### src/rtl/prp_pkg.sv
// ----------------------------------------------------------------------------
// prp_pkg
// Shared types and constants for the paged ring read request planner.
// ----------------------------------------------------------------------------
package prp_pkg;

    localparam int MAX_BLOCKS = 256;
    localparam int BLK_W      = $clog2(MAX_BLOCKS);
    localparam int PAGE_BYTES = 4096;
    localparam int PAGE_W     = $clog2(PAGE_BYTES);
    localparam int ADDR_W     = 48;
    localparam int RING_W     = 31;
    localparam int MAX_OUT    = 64;
    localparam int CNT_W      = $clog2(MAX_OUT + 1);
    localparam int DIV_STEPS  = ADDR_W;
    localparam int DIV_CNT_W  = $clog2(DIV_STEPS + 1);

    localparam logic [1:0] CFG_RECS_PER_BLOCK = 2'd0;
    localparam logic [1:0] CFG_RECORD_BYTES   = 2'd1;
    localparam logic [1:0] CFG_MAX_REQ_RECS   = 2'd2;
    localparam logic [1:0] CFG_RING_BYTES     = 2'd3;

    typedef struct packed {
        logic                 restart;
        logic [BLK_W-1:0]     target_block;
        logic [15:0]          record_total;
    } t_in_item;

    typedef struct packed {
        logic [BLK_W-1:0]     request_block;
        logic [23:0]          seek_record;
        logic [15:0]          request_records;
        logic [ADDR_W-1:0]    page_start;
        logic [ADDR_W-1:0]    data_start;
        logic [ADDR_W-1:0]    data_end;
        logic [ADDR_W-1:0]    page_end;
        logic                 final_request;
        logic                 overflow;
    } t_out_item;

    // controller -> datapath
    typedef struct packed {
        logic accept;
        logic rd_mem;
        logic take_off;
        logic mult;
        logic mod_start;
        logic mod_take;
        logic cap_start;
        logic cap_take;
        logic cap_clear;
        logic skip;
        logic cap_fix;
        logic calc1;
        logic calc2;
        logic calc3;
        logic emit;
    } t_cmd;

    // datapath -> controller
    typedef struct packed {
        logic div_done;
        logic left_zero;
        logic room_pos;
        logic cap_zero;
        logic retried;
        logic out_free;
        logic last;
    } t_sts;

endpackage

### src/rtl/prp_ctrl.sv
// ----------------------------------------------------------------------------
// prp_ctrl
// Sequencer: fetches each item's offset, then walks each request through
// ring modulo, fit division, placement and result transfer.
// ----------------------------------------------------------------------------
module prp_ctrl (
    input  logic           i_clk,
    input  logic           i_rst_n,
    input  logic           i_in_valid,
    output logic           o_in_stall,
    input  prp_pkg::t_sts  i_sts,
    output prp_pkg::t_cmd  o_cmd
);

    localparam logic [3:0] S_IDLE  = 4'd0;
    localparam logic [3:0] S_LOAD  = 4'd1;
    localparam logic [3:0] S_OFF   = 4'd2;
    localparam logic [3:0] S_MULT  = 4'd3;
    localparam logic [3:0] S_MOD   = 4'd4;
    localparam logic [3:0] S_MODW  = 4'd5;
    localparam logic [3:0] S_CAP   = 4'd6;
    localparam logic [3:0] S_CAPW  = 4'd7;
    localparam logic [3:0] S_DEC   = 4'd8;
    localparam logic [3:0] S_CALC1 = 4'd9;
    localparam logic [3:0] S_CALC2 = 4'd10;
    localparam logic [3:0] S_CALC3 = 4'd11;
    localparam logic [3:0] S_EMIT  = 4'd12;

    logic [3:0] r_state, n_state;

    always_comb begin
        n_state = r_state;
        o_cmd   = '0;
        unique case (r_state)
            S_IDLE: begin
                if (i_in_valid) begin
                    o_cmd.accept = 1'b1;
                    n_state      = S_LOAD;
                end
            end
            S_LOAD: begin
                o_cmd.rd_mem = 1'b1;
                n_state      = i_sts.left_zero ? S_IDLE : S_OFF;
            end
            S_OFF: begin
                o_cmd.take_off = 1'b1;
                n_state        = S_MULT;
            end
            S_MULT: begin
                o_cmd.mult = 1'b1;
                n_state    = S_MOD;
            end
            S_MOD: begin
                o_cmd.mod_start = 1'b1;
                n_state         = S_MODW;
            end
            S_MODW: begin
                if (i_sts.div_done) begin
                    o_cmd.mod_take = 1'b1;
                    n_state        = S_CAP;
                end
            end
            S_CAP: begin
                if (i_sts.room_pos) begin
                    o_cmd.cap_start = 1'b1;
                    n_state         = S_CAPW;
                end else begin
                    o_cmd.cap_clear = 1'b1;
                    n_state         = S_DEC;
                end
            end
            S_CAPW: begin
                if (i_sts.div_done) begin
                    o_cmd.cap_take = 1'b1;
                    n_state        = S_DEC;
                end
            end
            S_DEC: begin
                // nothing fits: jump to the wrap boundary once, then force one record
                if (i_sts.cap_zero && !i_sts.retried) begin
                    o_cmd.skip = 1'b1;
                    n_state    = S_MOD;
                end else begin
                    o_cmd.cap_fix = 1'b1;
                    n_state       = S_CALC1;
                end
            end
            S_CALC1: begin
                o_cmd.calc1 = 1'b1;
                n_state     = S_CALC2;
            end
            S_CALC2: begin
                o_cmd.calc2 = 1'b1;
                n_state     = S_CALC3;
            end
            S_CALC3: begin
                o_cmd.calc3 = 1'b1;
                n_state     = S_EMIT;
            end
            S_EMIT: begin
                if (i_sts.out_free) begin
                    o_cmd.emit = 1'b1;
                    n_state    = i_sts.last ? S_IDLE : S_MULT;
                end
            end
            default: n_state = S_IDLE;
        endcase
    end

    always_ff @(posedge i_clk) begin
        if (!i_rst_n) begin
            r_state <= S_IDLE;
        end else begin
            r_state <= n_state;
        end
    end

    assign o_in_stall = (r_state != S_IDLE);

endmodule

### config.mk
export PLATFORM = sky130hd
export DESIGN_NAME = prp_ctrl
export DESIGN_NICKNAME = d
export VERILOG_FILES = /design/src/rtl/prp_pkg.sv /design/src/rtl/prp_ctrl.sv
export SDC_FILE = /design/constraint.sdc
export NUM_CORES = 1
export LEC_CHECK = 0
export BUFFER_PORTS_ARGS = -buffer_cell sky130_fd_sc_hd__buf_2
export CAP_MARGIN = 20
export CORE_AREA = 2 2 39 41
export DETAILED_ROUTE_END_ITERATION = 8
export DIE_AREA = 0 0 41 43
export GPL_ROUTABILITY_DRIVEN = 0
export GPL_TIMING_DRIVEN = 0
export HOLD_SLACK_MARGIN = 0.08
export PLACE_DENSITY = 0.63
export SLEW_MARGIN = 10
export SYNTH_ARGS = -nofsm -noshare
export SYNTH_HDL_FRONTEND = slang
export SYNTH_SLANG_ARGS = --single-unit
export TNS_END_PERCENT = 10
### constraint.sdc
create_clock -name i_clk -period 2.04 [get_ports i_clk]
set_input_delay 0.408 -clock i_clk [delete_from_list [all_inputs] [get_ports i_clk]]
set_output_delay 0.408 -clock i_clk [all_outputs]
set_load 0.02 [all_outputs]
==> qor.yml, run 1 <==
boundaryPins: 26
vias: 598
grt_pass1_wl_mm: 2.097
largest_reg_flops: 4
max_slew_margin: 0.8179
layout_commonest_cell: "buf_2"
coreArea_sq_um: 1384
clock_sinks: 4
cts.clk_slew.worst_paths_ns: 0.04
die_h_um: 43
ant_nets: 0
synth-seq-cells: 4
cts_tree: "yes"
post_drt_wl_per_cell_um: 11.72
synthCells: 68
cts-buffers-inserted: 3
setup_slack_ns: 0.2341
drt_iter0_drc: 15
leakage_nw: 0.3024
grt_pass1_vias: 537
synth_largest_area_cell: "dfxtp_1"
synth_nets: 78
status: "complete, no violations"
path_buf_inv: 2
yosysUniqueCellTypes: 29
cts_resized: 0
final_cell_mix: "buf_2, nor2_1, nor3_1, nand2b_1"
fmax_mhz: 553.7
power_density_nw_per_um2: 468.4
cts-root-buf: "clkbuf_4"
finClkSkew_ns: 0.003086
grt_overflow: 0
dieArea_sq_um: 1763
die_w_um: 41
holdPathStages: 2
setup_viol: 0
top_regs: "r_state: 4 flops"
final_area_sq_um: 628.1
critical_path.cell_chain: "clkbuf_2 -> nand2_1 -> nor3_1 -> buf_2"
hold_viol_final: 0
regMostFlops: "r_state"
cp.required_ns: 1.63
ys_seq_area_frac: 0.1753
vdd_ir_drop_max_v: 0.0002617
hold_class: "in2reg"
slowest_stage: "dfxtp_1"
post_cts_buffers: 0
antenna_cells: 0
grt_util_all_layers: 0.1665
area_delta_synth_final_pct: 37.53
crit_family: "buffers and inverters"
grt_setup_unrepaired: "no"
via_per_inst: 5.339
worstSetupPathType: "reg2out"
crit_arrival_ns: 1.40
drcViolationCount: 0
layout-drive-gt1-share: 0.3750
clock_path_buffers: 2
grt_antenna_before_repair: 0
regArea_sq_um: 80.08
rows: 14
dp_hpwl_mm: 1.022
place_ws_ns: 0.3358
port_buffers: 25
initial_utilization: 0.3300
start_kind: "flop"
p_total_mw: 0.2942
period_share: 0.8852
cap_violations: 0
synthDominantCellAreaShare: 0.1753
dr.pass1.iters: 4
maxSlewViolCount: 0
cp_max_fo: 10
clock_latency_ns: 0.23
tightestPinTransition_ns: 0.2693
period_minus_slack_ns: 1.806
crit_path_max_incr_delay_ns: 0.44
tns_ns: 0
ys_warn_count: 0
syn_area_sq_um: 456.7
whs_ns: 0.4755
crit_path_end_kind: "output port"
ff2ff_path_depth: 4
fin_nets: 108
place_area_sq_um: 601.8
drt_wl_total_mm: 1.313
ctsHtreeMaxLevel: 1
avgSynthCellArea_sq_um: 6.716
grt_max_degree: 11
cp.depth: 4
multiInputGateArea_sq_um: 345.3
fillers: 160
cts_hold_buf: 0
synthTopCellsByArea: "dfxtp_1, nor3_1, nor2_1"
through the flow:
step | util | instances
2_1_floorplan | - | 68
3_3_place_gp | 0.4349 | 109
3_5_place_dp | 0.4349 | 109
4_1_cts | 0.4512 | 112
5_1_grt | 0.4539 | 112
6_report | 0.4539 | 112
final cells by class:
class / count / share of cell area
well taps: 16 / 0.03187
plain buffers: 4 / 0.03187
multi-input cells: 56 / 0.5498
repair buffers: 25 / 0.1992
flip-flops and latches: 4 / 0.1275
clock buffers: 3 / 0.03586
inverters: 4 / 0.02390
per-layer routing:
layer	GRT usage	up-vias	routed length, um
met5	0	-	0
met2	0.2688	17	664
met3	0.01571	0	52
li1	-	306	-
met4	0.08667	0	0
met1	0.2051	275	597
worst paths after layout:
kind / startpoint / end / slack (ns)
hold / removal: i_rst_n / r_state[2] / 0.48
setup / recovery: r_state[0] / o_cmd[11] / 0.23
setup reg to reg: r_state[2] / r_state[3] / 0.58
hold reg to reg: r_state[0] / r_state[0] / 0.82
where the power goes:
| group | internal (mW) | total [mW] | switching, mW |
|---|---|---|---|
| registers | 0.0833 | 0.0902 | 0.00695 |
| clock network | 0.0655 | 0.0944 | 0.0288 |
| logic | 0.0448 | 0.110 | 0.0648 |
cells by family (layout without fill, tap and decap cells):
group	Yosys count	in the layout	share of synthesized area
and+or+nand+nor	40	40	0.4740
AOI/OAI and AO/OA	16	16	0.2822
buffers and inverters	8	36	0.06847
DFF	4	4	0.1753
synthesized netlist by cell type, drive strengths merged:
cell type  instances
dfxtp              4
buf                2
nor3b              2
or2                1
a32o               2
o21a               2
nand2              4
nor3               9
a211oi             1
o32a               1
a311oi             1
o2bb2ai            1
nor4b              1
nor4bb             1
nand3b             1
nor2              11
a22oi              1
o21ai              4
or4                1
inv                4
clkbuf             2
nor2b              3
a21oi              1
o41a               1
nand2b             6
o221ai             1
(Power assumes the default switching activity.)
==> run 2, diff against run 1 <==
--- a/config.mk
+++ b/config.mk
@@ -13,7 +13,8 @@
 export GPL_ROUTABILITY_DRIVEN = 0
 export GPL_TIMING_DRIVEN = 0
 export HOLD_SLACK_MARGIN = 0.08
-export PLACE_DENSITY = 0.63
+export PLACE_DENSITY = 0.68
+export SETUP_SLACK_MARGIN = 0.3
 export SLEW_MARGIN = 10
 export SYNTH_ARGS = -nofsm -noshare
 export SYNTH_HDL_FRONTEND = slang
==> run 2 against run 1 <==
  * Clock skew is 0.0020 ns lower
  * Flip-flop and latch count unchanged
  * Critical path type unchanged
  * Sequential power grew 2%
  * Critical path depth shrank 1
  * Die area did not move
  * Via count increased by 1.2%
  * Maximum frequency up 2.2%
  * Routed wire length up 2.8%
  * Highest routed layer is now met4
==> qor.yml, run 2 (same netlist as run 1, synthesis figures left out) <==
cap_violations: 0  # unchanged
grt_setup_unrepaired: "yes"
grt_antenna_before_repair: 0  # unchanged
via_per_inst: 5.354  # +0.28%
r2r_slack_ns: 0.42  # -0.16 ns
die_h_um: 43  # unchanged
dp_hpwl_um: 981.1  # -4.0%
crit_arrival_ns: 1.36  # -0.04 ns
fin_nets: 109  # +0.93%
vias: 605  # +1.2%
leakage_nw: 0.3281  # +8.5%
holdPathStages: 2  # unchanged
coreArea_sq_um: 1384  # unchanged
cts-root-buf: "clkbuf_4"
antenna_cells: 0  # unchanged
boundaryPins: 26  # unchanged
cts.clk_slew.worst_paths_ns: 0.04  # about the same
dieArea_sq_um: 1763  # unchanged
cp_max_fo: 7  # -3
die_w_um: 41  # unchanged
drt_wl_total_mm: 1.350  # +2.8%
setup_viol: 0  # unchanged
grt_pass1_wl_mm: 2.180  # +4.0%
layout_commonest_cell: "buf_2"
period_minus_slack_ns: 1.767  # -0.03913 ns
period_share: 0.8661  # -0.01918
layout-drive-gt1-share: 0.4845  # +0.1095
drcViolationCount: 0  # unchanged
min_to: "r_state[2]"
fmax_mhz: 566.0  # +2.2%
ctsHtreeMaxLevel: 1  # unchanged
regMostFlops: "r_state"
ff2ff_path_depth: 5  # +1
maxSlewViolCount: 0  # unchanged
port_buffers: 25  # unchanged
r2r_end: "r_state[1]"
tns_ns: 0  # unchanged
cp.required_ns: 1.63  # about the same
final_area_sq_um: 698.2  # +11%
finClkSkew_ns: 0.001065  # -0.002021 ns
hold_class: "in2reg"
status: "complete, no violations"
final_cell_mix: "buf_2, nor2_1, nor3_1, nand2b_1, nand2_1"
cts_tree: "yes"
hold_viol_final: 0  # unchanged
tightestPinTransition_ns: 0.3230  # +0.05370 ns
clock_sinks: 4  # unchanged
grt_util_all_layers: 0.1814  # +0.01486
initial_utilization: 0.3300  # unchanged
clock_path_buffers: 2  # unchanged
crit_path_end_kind: "output port"
worstSetupPathType: "reg2out"
start_kind: "flop"
largest_reg_flops: 4  # unchanged
drt_iter0_drc: 8  # -7
cts-buffers-inserted: 3  # unchanged
grt_max_degree: 11  # unchanged
setup_slack_ns: 0.2733  # +0.03913 ns
max_slew_margin: 0.7847  # -0.03327
grt_overflow: 0  # unchanged
clock_latency_ns: 0.24  # about the same
area_delta_synth_final_pct: 52.88
ant_nets: 0  # unchanged
rows: 14  # unchanged
multiInputGateArea_sq_um: 380.4  # +10%
hold_start: "i_rst_n"
dr.pass1.iters: 4  # unchanged
regArea_sq_um: 83.83  # +4.7%
rr_startpoint: "r_state[2]"
post_drt_wl_per_cell_um: 11.95  # +1.9%
place_area_sq_um: 601.8  # unchanged
grt_pass1_vias: 518  # -3.5%
power_density_nw_per_um2: 460.2  # -1.7%
top_regs: "r_state: 4 flops"
vdd_ir_drop_max_v: 0.0003223  # +23%
place_ws_ns: 0.3472  # +0.01132 ns
fillers: 151  # -5.6%
## run 2: cell count changes in the layout (fill, tap and decap cells not counted), sizes merged
cell,before,now
buf,26,30
clkbuf,6,3
## run 2: critical path, stage by stage (launching register included)
cell      delay [ns]
dfxtp_2         0.33
nand2b_1        0.28
nor3_2          0.30
buf_2           0.21
## run 2: what timing repair did
action                     CTS  global route
buffers inserted             1             0
setup endpoints to repair   14            15
gates cloned                 0             0
gates resized for setup      9            16
pin swaps                    2             2
hold buffers                 0             0
## run 2: cell type report
class | count | area share
buffer | 4 | 0.05018
tap | 16 | 0.02867
sequential | 4 | 0.1201
timing repair buffer | 26 | 0.2025
multi-input combinational | 56 | 0.5448
inverter | 4 | 0.02151
clock buffer | 3 | 0.03226
## run 2: power breakdown
group	internal, mW	switching [mW]	total (mW)
clock network	0.0658	0.0331	0.0989
logic	0.0599	0.0707	0.131
registers	0.0840	0.00776	0.0917
## run 2: metrics by stage
stage / instances / hold slack (ns) / power [mW] / utilization
finish: 113 / 0.4647 / 0.3213 / 0.5045
global route: 113 / 0.4616 / 0.3466 / 0.5045
CTS: 113 / 0.4635 / 0.3119 / 0.4702
detailed placement: 109 / 0.7220 / 0.1988 / 0.4349
global placement: 109 / 0.7147 / 0.1970 / 0.4349
floorplan: 68 / 0.5416 / 0.1643 / -
## run 2: routing by layer
metal	share of wire	GRT usage	vias up
li1	-	-	306
met3	0.067	0.06283	3
met5	0	0	-
met2	0.49	0.2563	17
met4	0.0059	0.08000	0
met1	0.44	0.2396	279
## run 2: worst max path at each step
stage / slack, ns / from / to
6_report: 0.27 / r_state[2] / o_cmd[5]
5_1_grt: 0.22 / r_state[3] / o_cmd[0]
4_1_cts: 0.27 / r_state[3] / o_cmd[14]
3_5_place_dp: 0.35 / r_state[0] / o_cmd[11]
3_3_place_gp: 0.34 / r_state[2] / o_cmd[6]
2_1_floorplan: 0.35 / r_state[0] / o_cmd[11]
